===== src/rtl/ecfr_pkg.sv =====
// Package for the edge count frame receiver: sizes, constants, state codes
// and small helpers. No dependencies.
`default_nettype none
package ecfr_pkg;
  localparam int MAX_PAYLOAD   = 32;
  localparam int CAPTURE_BITS  = 304;
  localparam int KEY_MAX_BYTES = 8;
  localparam int PRE_SLOTS     = 32;
  localparam int ADDR_W        = $clog2(CAPTURE_BITS + 1);
  localparam int PADDR_W       = (MAX_PAYLOAD > 1) ? $clog2(MAX_PAYLOAD) : 1;
  localparam logic [31:0] PREAMBLE = 32'hAA55AA55;
  localparam logic [7:0]  CRC_POLY = 8'h07;
  localparam logic [16:0] MIN_SEP  = 17'd2;
  localparam int LAST_POS = CAPTURE_BITS - PRE_SLOTS - 16;

  localparam logic [1:0] CFG_KEY   = 2'd0;
  localparam logic [1:0] CFG_KLEN  = 2'd1;
  localparam logic [1:0] CFG_MAXL  = 2'd2;

  localparam logic [1:0] ST_OK     = 2'd0;
  localparam logic [1:0] ST_LONG   = 2'd1;
  localparam logic [1:0] ST_NONE   = 2'd2;
  localparam logic [1:0] ST_CRCBAD = 2'd3;

  typedef enum logic [3:0] {
    S_FILL, S_SUM, S_SUMW, S_MEAN, S_BYTE, S_BYTEW, S_BYTED, S_KEY, S_CHECK,
    S_EMIT, S_EMITW, S_DONE
  } state_t;

  // datapath commands
  typedef struct packed {
    logic sum_clr;    // clear sums, start preamble read
    logic sum_rd;     // issue preamble read
    logic byte_clr;   // start reading a byte
    logic byte_rd;    // issue bit read
    logic take_len;
    logic take_pay;
    logic key_step;
    logic pos_inc;
    logic pos_clr;    // restart scan at position zero
    logic emit_rd;
    logic crc_clr;
  } cmd_t;

  typedef struct packed {
    logic sum_done;
    logic sep_ok;
    logic byte_done;
    logic len_ok;
    logic pay_done;
    logic key_done;
    logic crc_ok;
    logic pos_last;
  } sts_t;

  function automatic logic [7:0] crc_feed(input logic [7:0] crc, input logic [7:0] v);
    logic [7:0] c;
    c = crc ^ v;
    for (int k = 0; k < 8; k++) c = c[7] ? ((c << 1) ^ CRC_POLY) : (c << 1);
    return c;
  endfunction
endpackage
`default_nettype wire


===== src/rtl/ecfr_ctrl.sv =====
// Controller state machine for the scan: sequences datapath commands and
// drives the result strobe. Uses ecfr_pkg.
`default_nettype none
module ecfr_ctrl import ecfr_pkg::*; (
  input  wire logic  clk,
  input  wire logic  rst_n,
  input  wire logic  full,
  input  wire sts_t  sts,
  input  wire logic [7:0] len_q,
  input  wire logic [5:0] max_len,
  input  wire logic [PADDR_W:0] emit_idx,
  output cmd_t       cmd,
  output logic       busy,
  output logic       res_v,
  output logic [1:0] res_st,
  output logic       res_pay,
  output logic       res_last
);
  state_t state_r, state_nxt;
  logic bad_r, bad_nxt, first_r, first_nxt;

  always_comb begin
    state_nxt = state_r; bad_nxt = bad_r; first_nxt = first_r;
    case (state_r)
      S_FILL:  if (full) begin state_nxt = S_SUM; bad_nxt = 1'b0; end
      S_SUM:   state_nxt = S_SUMW;
      S_SUMW:  if (sts.sum_done) state_nxt = S_MEAN;
      S_MEAN:  begin
        state_nxt = sts.sep_ok ? S_BYTE : (sts.pos_last ? S_DONE : S_SUM);
        first_nxt = 1'b1;
      end
      S_BYTE:  state_nxt = S_BYTEW;
      S_BYTEW: if (sts.byte_done) state_nxt = S_BYTED;
      S_BYTED: begin
        if (first_r) begin
          first_nxt = 1'b0;
          if (!sts.len_ok) state_nxt = sts.pos_last ? S_DONE : S_SUM;
          else state_nxt = S_BYTE;
        end else if (!sts.pay_done) state_nxt = S_BYTE;
        else state_nxt = S_CHECK;
      end
      S_CHECK: begin
        state_nxt = S_KEY;
      end
      S_KEY:   if (sts.key_done) begin
        if (sts.crc_ok) state_nxt = S_EMIT;
        else begin
          bad_nxt = 1'b1;
          state_nxt = sts.pos_last ? S_DONE : S_SUM;
        end
      end
      S_EMIT:  state_nxt = (len_q > {2'b00, max_len}) ? S_FILL : S_EMITW;
      S_EMITW: if (emit_idx == (PADDR_W+1)'(len_q) - 1'b1) state_nxt = S_FILL;
      S_DONE:  state_nxt = S_FILL;
      default: state_nxt = S_FILL;
    endcase
  end

  always_comb begin
    cmd = '0; res_v = 1'b0; res_st = ST_OK; res_pay = 1'b0; res_last = 1'b0;
    case (state_r)
      S_FILL:  if (full) begin cmd.sum_clr = 1'b1; cmd.pos_clr = 1'b1; end
      S_SUM:   cmd.sum_rd = 1'b1;
      S_SUMW:  cmd.sum_rd = 1'b1;
      S_MEAN:  if (sts.sep_ok) begin cmd.byte_clr = 1'b1; cmd.take_len = 1'b1; end
               else begin cmd.sum_clr = 1'b1; cmd.pos_inc = 1'b1; end
      S_BYTE:  cmd.byte_rd = 1'b1;
      S_BYTEW: cmd.byte_rd = 1'b1;
      S_BYTED: begin
        if (first_r) begin
          if (!sts.len_ok) begin cmd.sum_clr = 1'b1; cmd.pos_inc = 1'b1; end
          else begin cmd.crc_clr = 1'b1; cmd.byte_clr = 1'b1; end
        end else if (!sts.pay_done) begin
          cmd.take_pay = 1'b1; cmd.byte_clr = 1'b1;
        end else cmd.byte_clr = 1'b1;
      end
      S_KEY:   begin
        cmd.key_step = 1'b1;
        if (sts.key_done && !sts.crc_ok) begin cmd.sum_clr = 1'b1; cmd.pos_inc = 1'b1; end
      end
      S_EMIT:  if (len_q > {2'b00, max_len}) begin
        res_v = 1'b1; res_st = ST_LONG; res_last = 1'b1;
      end
      S_EMITW: begin
        res_v = 1'b1; res_pay = 1'b1; cmd.emit_rd = 1'b1;
        res_last = emit_idx == (PADDR_W+1)'(len_q) - 1'b1;
      end
      S_DONE:  begin
        res_v = 1'b1; res_st = bad_r ? ST_CRCBAD : ST_NONE; res_last = 1'b1;
      end
      default: ;
    endcase
  end

  always_ff @(posedge clk) begin
    if (!rst_n) begin
      state_r <= S_FILL; bad_r <= 1'b0; first_r <= 1'b0;
    end else begin
      state_r <= state_nxt; bad_r <= bad_nxt; first_r <= first_nxt;
    end
  end

  assign busy = state_r != S_FILL;

  a_last_needs_v: assert property (@(posedge clk) disable iff (!rst_n)
    res_last |-> res_v) else $error("last without strobe");
  a_done_goes_fill: assert property (@(posedge clk) disable iff (!rst_n)
    state_r == S_DONE |=> state_r == S_FILL) else $error("done not followed by fill");
  a_no_cmd_fill: assert property (@(posedge clk) disable iff (!rst_n)
    (state_r == S_FILL) |-> !res_v) else $error("result while filling");
endmodule
`default_nettype wire


===== config.mk =====
export PLATFORM = sky130hd
export DESIGN_NAME = ecfr_ctrl
export DESIGN_NICKNAME = d
export VERILOG_FILES = /design/src/rtl/ecfr_pkg.sv /design/src/rtl/ecfr_ctrl.sv
export SDC_FILE = /design/constraint.sdc
export NUM_CORES = 1
export LEC_CHECK = 0
export BUFFER_PORTS_ARGS = -buffer_cell sky130_fd_sc_hd__buf_4
export CAP_MARGIN = 20
export CORE_ASPECT_RATIO = 1.25
export CORE_MARGIN = 2
export CORE_UTILIZATION = 50
export DETAILED_ROUTE_END_ITERATION = 10
export PLACE_DENSITY = 0.93
export SYNTH_ARGS = -nofsm -noshare
export SYNTH_HDL_FRONTEND = slang
export SYNTH_SLANG_ARGS = --single-unit

===== constraint.sdc =====
create_clock -name clk -period 4.2 [get_ports clk]
set_clock_uncertainty 0.05 [all_clocks]
set_input_delay 0.21 -clock clk [delete_from_list [all_inputs] [get_ports clk]]
set_output_delay 0.21 -clock clk [all_outputs]
set_load 0.03 [all_outputs]

==> results.toml, run 1 <==
[status]
outcome = "completed"

[detailed_routing]
drc = 0
wirelength_um = 2630
viasPerCell = 5.82
antenna_left = 0
via_count = 1194
dr.pass1.iters = 4
drt_iter0_drc = 17
wl_per_cell_um = 12.8

[hold_path]
min_path_type = "input port to flip-flop"
worstHoldPathCells = 3
holdPathEnd = "state_r[3]"
min-delay-start = "rst_n"

[worst_setup_path]
endpoint_kind = "primary output"
arrival_ns = 1.88
cp_max_fo = 21
path_class = "flip-flop to primary output"
crit_path_start_kind = "flip-flop"
timing.rr.start = "state_r[1]"
rrSetupSlack_ns = 2.18
reg2regPathDepth = 6
startpoint = "state_r[1]"
r2r-end = "state_r[2]"
crit_required_ns = 3.94

[clocking]
post_cts_buffers = 0
clock_latency_ns = 0.24
ctsResizeCount = 0
htreeDepth = 1
cts_root_buf = "clkbuf_4"
cts_buffers = 3
clock_path_buffers = 2
cts_tree = "built"
clkSlewWorstSetupHoldPaths_ns = 0.04
cts.sinks = 6
cts_hold_buffers = 0

[floorplan]
dieArea_mm2 = 0.00238
rows = 18
ios = 48
start_util_pct = 51.7
die_h_um = 54.0
core_mm2 = 0.00194
die_w_um = 44.0

[power]
pwr-share-comb_pct = 66.8
power_mw = 0.561
vdd_ir_drop_max_mv = 0.215
p_int_mw = 0.280
p_per_area_mw_per_mm2 = 420
leakage_nw = 0.644
p_sw_mw = 0.281
clkPwrFrac_pct = 9.3
power_frac_seq_pct = 23.9
sw_frac_of_total_pct = 50.1

[logic_synthesis]
syn_area_mm2 = 0.00100
async_reset_ff_share_pct = 0
ys_warn_count = 0
postSynthCellCount = 143
ys_seq_area_share_pct = 12.0
synthesis.nets = 181
synthDistinctLibCells = 46
synth.avg_cell_area_um2 = 7.00
synth-edff-count = 0
synthFlopType = "dfxtp_1"
synth_seq_cells = 6

[timing]
tightest_slew_ns = 0.704
setup-tns-final_ns = 0
worst_slack_ns = 2.06
period_minus_slack_ns = 2.14
fmax_mhz = 467
hold_viol = 0
finalSetupViolCount = 0
slew-limit-headroom_pct = 53.0
fin_crit_sh_pct = 51.0
rsz0062_at_grt = "false"
drv_slew = 0

[grt]
antenna_found_initial = 0
grt_max_degree = 22
grt_use_total_pct = 22.9
met2_usage_pct = 47.5
met1_usage_pct = 22.0
grt_pass1_wl_um = 4200
grt_pass1_vias = 1123
grt_overflow_total = 0
grtUsageMet3_pct = 1.34
busiest_layer = "met2"

[place]
gp_congestion = 0.922
place_inst = 202
dp_hpwl_um = 2230
io_buffers = 47
pre_cts_ws_ns = 2.12

[final_layout]
drive_above_1_share_pct = 30.8
fin_cells = 205
layout_common_cells = "buf_4 (47), nor2_1 (15), inv_1 (13), a21oi_1 (13), nand2_1 (10)"
finish.utilization_pct = 68.9
final_common_cell = "buf_4"
antenna-diode-count = 0
nNetsFinal = 225
syn2layout_area_growth_pct = 33.4

[run]
drv_cap = 0
[power groups by stage]
| stage | Combinational (mW) | Clock [mW] | Sequential (mW) |
|---|---|---|---|
| floorplan | 0.324 | 0 | 0.0883 |
| global placement | 0.363 | 0 | 0.132 |
| detailed placement | 0.375 | 0 | 0.133 |
| CTS | 0.376 | 0.0551 | 0.133 |
| global route | 0.407 | 0.0587 | 0.141 |
| finish | 0.374 | 0.0522 | 0.134 |
[critical path, stage by stage (launching register included)]
cell and delay (ns):
dfxtp_1 0.77, nand2_1 0.20, nor4_1 0.35, nand2b_1 0.16
buf_4 0.15
[per-layer routing]
layer	up-vias	share of wire (%)
met5	-	0
met4	0	2.2
met3	6	6.6
met2	51	53
met1	544	38
li1	593	-
[cell type report]
cell class              instances  area, um^2
fillers                       165         602
flip-flops and latches          6         120
multi-input cells             115         762
clock buffers                   3        22.5
inverters                      14        52.6
well taps                      20        25.0
repair buffers                 47         353
[flip-flops by register name, summed over array words and instances (netlist names)]
| signal | cells |
|---|---|
| first_r | 1 |
| state_r | 4 |
| bad_r | 1 |
[through the flow]
step / hold WS (ns) / cell area, um^2
finish: 0.189 / 1340
global route: 0.185 / 1340
CTS: 0.183 / 1340
detailed placement: 0.409 / 1310
global placement: 0.400 / 1310
floorplan: 0.298 / 1000
[worst max-delay path by stage]
stage / to / slack (ns) / depth (start not counted)
2_1_floorplan: cmd[8] / 1.87 / 4
3_3_place_gp: res_last / 2.20 / 9
3_5_place_dp: res_last / 2.12 / 9
4_1_cts: cmd[8] / 2.06 / 4
5_1_grt: cmd[8] / 1.86 / 4
6_report: cmd[8] / 2.06 / 4
[synth_stat cells (2+ instances only)]
cell type  number  area, um^2
nand2_1        10        37.5
nand2b_1        7        43.8
a21oi_1        13        65.1
o21ai_0         5        25.0
buf_4           3        22.5
buf_2           2        10.0
mux2i_1         3        30.0
nor4_1          4        25.0
o32ai_1         3        26.3
nor2_1         15        56.3
ha_1            7        87.6
nor3_1          2        10.0
and2b_1         2        15.0
nand3_1         6        30.0
xor2_1          2        17.5
nand4_1         2        12.5
dfxtp_1         6         120
inv_1          13        48.8
xnor2_1         6        52.6
buf_6           3        33.8
or2_1           2        12.5
nor2b_1         3        18.8
[logic make-up (layout without fill, tap and decap cells)]
logic type,after synthesis,in the layout,share of synthesized area [%]
flops,6,6,12.0
buf+inv,22,64,11.9
xor+xnor,8,8,7.00
mux,3,3,3.00
fa+ha+maj,7,7,8.75
simple gates,60,60,32.4
compound gates,37,37,25.0
(Power assumes the default switching activity.)
==> run 2: changes to the inputs <==
--- a/config.mk
+++ b/config.mk
@@ -9,9 +9,9 @@
 export CAP_MARGIN = 20
 export CORE_ASPECT_RATIO = 1.25
 export CORE_MARGIN = 2
-export CORE_UTILIZATION = 50
+export CORE_UTILIZATION = 46
 export DETAILED_ROUTE_END_ITERATION = 10
-export PLACE_DENSITY = 0.93
+export PLACE_DENSITY = 0.87
 export SYNTH_ARGS = -nofsm -noshare
 export SYNTH_HDL_FRONTEND = slang
 export SYNTH_SLANG_ARGS = --single-unit
==> constraint.sdc (replaced) <==
create_clock -name clk -period 2.2 [get_ports clk]
set_clock_uncertainty 0.05 [all_clocks]
set_input_delay 0.11 -clock clk [delete_from_list [all_inputs] [get_ports clk]]
set_output_delay 0.11 -clock clk [all_outputs]
set_load 0.03 [all_outputs]
==> run 2 against run 1 <==
  * Routed wire length rose by 1.9%
  * Clock power grew 97%
  * Total power grew 96%
  * Via count fell by 2.6%
  * Critical path depth up 2
  * First-iteration DRC count down 47%
  * Die area up 8.0%
  * Critical endpoint is now cmd[10]
==> results.toml, run 2 (synthesis gave the netlist of run 1 again) <==
[status]
outcome = "completed"

[final_layout]
largest_reg_flops = 4
nNetsFinal = 228
antenna-diode-count = 0
final_common_cell = "buf_4"
regMostFlops = "state_r"
layout_common_cells = "buf_4 (50), nor2_1 (15), inv_1 (13), a21oi_1 (13), nand2_1 (10)"
biggestRegsByFlops = "state_r: 4 flops, bad_r: 1 flops, first_r: 1 flops"
syn2layout_area_growth_pct = 36.3
drive_above_1_share_pct = 32.4
fillers = 186

[clocking]
post_cts_buffers = 0
htreeDepth = 1
clock_path_buffers = 2
cts_tree = "built"
clkSlewWorstSetupHoldPaths_ns = 0.05
cts_hold_buffers = 0
cts_root_buf = "clkbuf_4"
ctsResizeCount = 0
cts_buffers = 3
cts.sinks = 6
clock_latency_ns = 0.25

[timing]
hold_viol = 0
fin_crit_sh_pct = 89.4
tightest_slew_ns = 0.561
setup-tns-final_ns = 0
fmax_mhz = 509
finalSetupViolCount = 0
period_minus_slack_ns = 1.97
drv_slew = 0
rsz0062_at_grt = "false"
slew-limit-headroom_pct = 62.5

[worst_setup_path]
endpoint_kind = "primary output"
crit_path_start_kind = "flip-flop"
crit_required_ns = 2.04
arrival_ns = 1.81
rrSetupSlack_ns = 0.32
worst-path-buf-inv = 1
path_class = "flip-flop to primary output"
worst-path-stages = 6
cpPeakStageDelay_ns = 0.67
cp_max_fo = 18
cp_common_cell = "nand3_1"
r2r-end = "state_r[2]"
timing.critical_path.max_delay_family = "simple AND/OR/NAND/NOR gates"
reg2regPathDepth = 6
path_cells = "and2b_1, nand3_1, nor2_1, nand2_1, nand3_1, buf_4"
critPathSlowestCell = "dfxtp_1"
timing.rr.start = "state_r[1]"

[floorplan]
die_w_um = 45.7
die_h_um = 56.2
ios = 48
dieArea_mm2 = 0.00257
rows = 18
start_util_pct = 49.4
core_mm2 = 0.00203

[detailed_routing]
wirelength_um = 2680
dr.pass1.iters = 4
via_count = 1163
drc = 0
wl_per_cell_um = 12.9
drt_iter0_drc = 9
viasPerCell = 5.59
antenna_left = 0

[run]
drv_cap = 0

[hold_path]
min-delay-start = "rst_n"
holdPathEnd = "state_r[3]"
min_path_type = "input port to flip-flop"
worstHoldPathCells = 3

[power]
power_frac_seq_pct = 22.1
leakage_nw = 0.659
p_per_area_mw_per_mm2 = 806
clkPwrFrac_pct = 9.3
vdd_ir_drop_max_mv = 0.590
pwr-share-comb_pct = 68.5
p_sw_mw = 0.546
p_int_mw = 0.553
power_mw = 1.10
sw_frac_of_total_pct = 49.7

[grt]
grt_pass1_vias = 1092
grt_use_total_pct = 21.3
grt_overflow_total = 0
grt_pass1_wl_um = 4310
grt_max_degree = 19
antenna_found_initial = 0

[place]
dp_hpwl_um = 2250
gp_congestion = 0.901
io_buffers = 47
==> run 2: per-stage QoR <==
step	utilization (%)	worst slack (ns)	cells	instance area [um^2]	hold slack, ns
finish	67.3	0.234	208	1360	0.0841
detailed placement	66.2	0.296	205	1340	0.339
CTS	67.3	0.259	208	1360	0.0826
floorplan	-	0.373	143	1010	0.198
global route	67.3	0.0558	208	1360	0.112
global placement	66.2	0.401	205	1340	0.338
==> run 2: layout make-up <==
| cell class | instances | area [um^2] | share of cell area (%) |
|---|---|---|---|
| Clock buffer | 3 | 22.5 | 1.65 |
| Inverter | 14 | 52.6 | 3.85 |
| Multi-Input combinational cell | 115 | 768 | 56.3 |
| Sequential cell | 6 | 120 | 8.81 |
| Tap cell | 20 | 25.0 | 1.83 |
| Timing Repair Buffer | 50 | 375 | 27.5 |
==> run 2: how the worst max path moves through the flow <==
stage | slack, ns | endpoint | from
after floorplan | 0.37 | cmd[8] | state_r[2]
after global placement | 0.40 | res_last | len_q[1]
after detailed placement | 0.30 | res_last | len_q[1]
after CTS | 0.26 | cmd[10] | state_r[2]
after global routing | 0.06 | cmd[10] | state_r[2]
final | 0.23 | cmd[10] | state_r[2]
==> run 2: power groups by stage <==
| stage | combinational [mW] | clock, mW | sequential (mW) |
|---|---|---|---|
| 3_5_place_dp | 0.749 | 0 | 0.240 |
| 2_1_floorplan | 0.622 | 0 | 0.168 |
| 3_3_place_gp | 0.736 | 0 | 0.238 |
| 5_1_grt | 0.817 | 0.106 | 0.252 |
| 6_report | 0.753 | 0.103 | 0.243 |
| 4_1_cts | 0.752 | 0.103 | 0.238 |
==> run 2: tightest hold or removal path, delay by kind of cell <==
family / cells / cell delay, ns
compound gates: 2 / 0.10
buf+inv: 1 / 0.12
==> run 2: metal layers <==
| layer | global-route usage, % | share of wire (%) | vias to the layer above |
|---|---|---|---|
| met2 | 37.8 | 51 | 44 |
| li1 | - | - | 597 |
| met4 | 5.71 | 1.3 | 0 |
| met1 | 25.0 | 42 | 518 |
| met3 | 3.90 | 5.8 | 4 |
| met5 | 0 | 0 | - |
==> run 3: changes to the inputs <==
--- a/config.mk
+++ b/config.mk
@@ -9,9 +9,9 @@
 export CAP_MARGIN = 20
 export CORE_ASPECT_RATIO = 1.25
 export CORE_MARGIN = 2
-export CORE_UTILIZATION = 46
+export CORE_UTILIZATION = 50
 export DETAILED_ROUTE_END_ITERATION = 10
-export PLACE_DENSITY = 0.87
+export PLACE_DENSITY = 0.93
 export SYNTH_ARGS = -nofsm -noshare
 export SYNTH_HDL_FRONTEND = slang
 export SYNTH_SLANG_ARGS = --single-unit
==> constraint.sdc (replaced) <==
create_clock -name clk -period 2.3 [get_ports clk]
set_clock_uncertainty 0.05 [all_clocks]
set_input_delay 0.115 -clock clk [delete_from_list [all_inputs] [get_ports clk]]
set_output_delay 0.115 -clock clk [all_outputs]
set_load 0.03 [all_outputs]
==> run 3 against run 2 <==
  * Design area down 1.0%
  * Register-to-register slack better by 0.07 ns
  * Setup slack improved by 0.091 ns
  * Flip-flop and latch count stayed put
  * Count of clock-buffer cells in the layout stayed put
  * Sequential power is 2% lower
  * Combinational power down 5.3%
  * Clock power is essentially flat
  * Utilization grew 2.4 points
  * Total power fell by 4.2%
  * Critical path depth unchanged
==> results.toml, run 3 (synthesis gave the netlist of run 1 again) <==
[floorplan]
ios = 48
start_util_pct = 51.7
rows = 18
dieArea_mm2 = 0.00238
core_mm2 = 0.00194
die_h_um = 54.0
die_w_um = 44.0

[final_layout]
layout_common_cells = "buf_4 (49), nor2_1 (15), inv_1 (13), a21oi_1 (13), nand2_1 (10)"
biggestRegsByFlops = "state_r: 4 flops, bad_r: 1 flops, first_r: 1 flops"
nNetsFinal = 227
final_common_cell = "buf_4"
drive_above_1_share_pct = 31.6
syn2layout_area_growth_pct = 34.9
finish.utilization_pct = 69.7
largest_reg_flops = 4
regMostFlops = "state_r"
antenna-diode-count = 0

[detailed_routing]
viasPerCell = 5.86
wirelength_um = 2860
dr.pass1.iters = 4
via_count = 1213
drt_iter0_drc = 45
wl_per_cell_um = 13.8
antenna_left = 0
drc = 0

[timing]
setup-tns-final_ns = 0
drv_slew = 0
rsz0062_at_grt = "false"
hold_viol = 0
fin_crit_sh_pct = 85.9
tightest_slew_ns = 0.568
period_minus_slack_ns = 1.97
finalSetupViolCount = 0
slew-limit-headroom_pct = 62.1
fmax_mhz = 506

[clocking]
cts.sinks = 6
ctsResizeCount = 0
cts_buffers = 3
clkSlewWorstSetupHoldPaths_ns = 0.05
cts_root_buf = "clkbuf_4"
clock_latency_ns = 0.26
clock_path_buffers = 2
htreeDepth = 1
cts_tree = "built"
post_cts_buffers = 0
cts_hold_buffers = 0

[worst_setup_path]
crit_end = "cmd[10]"
cp_max_fo = 18
worst-path-stages = 6
crit_required_ns = 2.13
timing.critical_path.max_delay_family = "simple AND/OR/NAND/NOR gates"
critPathSlowestCell = "dfxtp_1"
endpoint_kind = "primary output"
startpoint = "state_r[2]"
reg2regPathDepth = 6
r2r-end = "state_r[2]"
rrSetupSlack_ns = 0.39
arrival_ns = 1.81
path_class = "flip-flop to primary output"
path_cells = "and2b_1, nand3_1, nor2_1, nand2_1, nand3_1, buf_4"
crit_path_start_kind = "flip-flop"
cpPeakStageDelay_ns = 0.67
timing.rr.start = "state_r[0]"
worst-path-buf-inv = 1
cp_common_cell = "nand3_1"

[power]
vdd_ir_drop_max_mv = 0.423
p_sw_mw = 0.531
p_int_mw = 0.521
power_frac_seq_pct = 22.6
clkPwrFrac_pct = 9.6
pwr-share-comb_pct = 67.8
sw_frac_of_total_pct = 50.5
p_per_area_mw_per_mm2 = 780
leakage_nw = 0.653

[grt]
grt_pass1_vias = 1116
grt_overflow_total = 0
grt_pass1_wl_um = 4470
grt_max_degree = 19
antenna_found_initial = 0
grt_use_total_pct = 25.3

[status]
outcome = "completed"

[place]
gp_congestion = 0.941
io_buffers = 47
dp_hpwl_um = 2390

[hold_path]
min_path_type = "input port to flip-flop"
worstHoldPathCells = 3

[run]
drv_cap = 0
run 3: cell types whose count changed in the layout (fill, tap and decap cells not counted):
cell / change
buf_4: -1
nor4_1: +1
nor4_2: -1
run 3: final cells by class:
type | instances | area, um^2
Fill cell | 187 | 587
Sequential cell | 6 | 120
Timing Repair Buffer | 49 | 368
Clock buffer | 3 | 22.5
Tap cell | 20 | 25.0
Inverter | 14 | 52.6
Multi-Input combinational cell | 115 | 762
run 3: worst min path at each step:
stage | start | end | slack [ns]
floorplan | rst_n | state_r[3] | 0.20
global placement | rst_n | state_r[3] | 0.34
detailed placement | rst_n | state_r[3] | 0.35
CTS | rst_n | state_r[3] | 0.1
global route | rst_n | state_r[3] | 0.09
finish | rst_n | state_r[1] | 0.1
run 3: power by group through the flow:
| stage | Combinational (mW) | Sequential (mW) | Clock (mW) |
|---|---|---|---|
| floorplan | 0.592 | 0.161 | 0 |
| global placement | 0.683 | 0.232 | 0 |
| detailed placement | 0.708 | 0.234 | 0 |
| CTS | 0.710 | 0.232 | 0.0994 |
| global route | 0.766 | 0.245 | 0.109 |
| finish | 0.713 | 0.238 | 0.101 |
run 3: metrics by stage:
step / cell area, um^2 / worst slack (ns) / cells / power, mW / hold slack [ns]
CTS: 1350 / 0.378 / 207 / 1.04 / 0.0953
detailed placement: 1330 / 0.403 / 204 / 0.942 / 0.355
finish: 1350 / 0.325 / 207 / 1.05 / 0.0952
global route: 1350 / 0.188 / 207 / 1.12 / 0.0900
floorplan: 1000 / 0.0670 / 143 / 0.753 / 0.203
global placement: 1330 / 0.484 / 204 / 0.915 / 0.343
run 3: tightest hold or removal path, cell delays in order:
cell,delay (ns)
buf_4,0.10
nand2_1,0.05
o32ai_1,0.10
run 3: routing by layer:
metal	global-route usage [%]	vias to the layer above	part of all wire, %
li1	-	594	-
met1	24.0	541	36
met2	49.5	70	54
met3	5.03	8	7.4
met4	14.1	0	2.5
met5	0	-	0
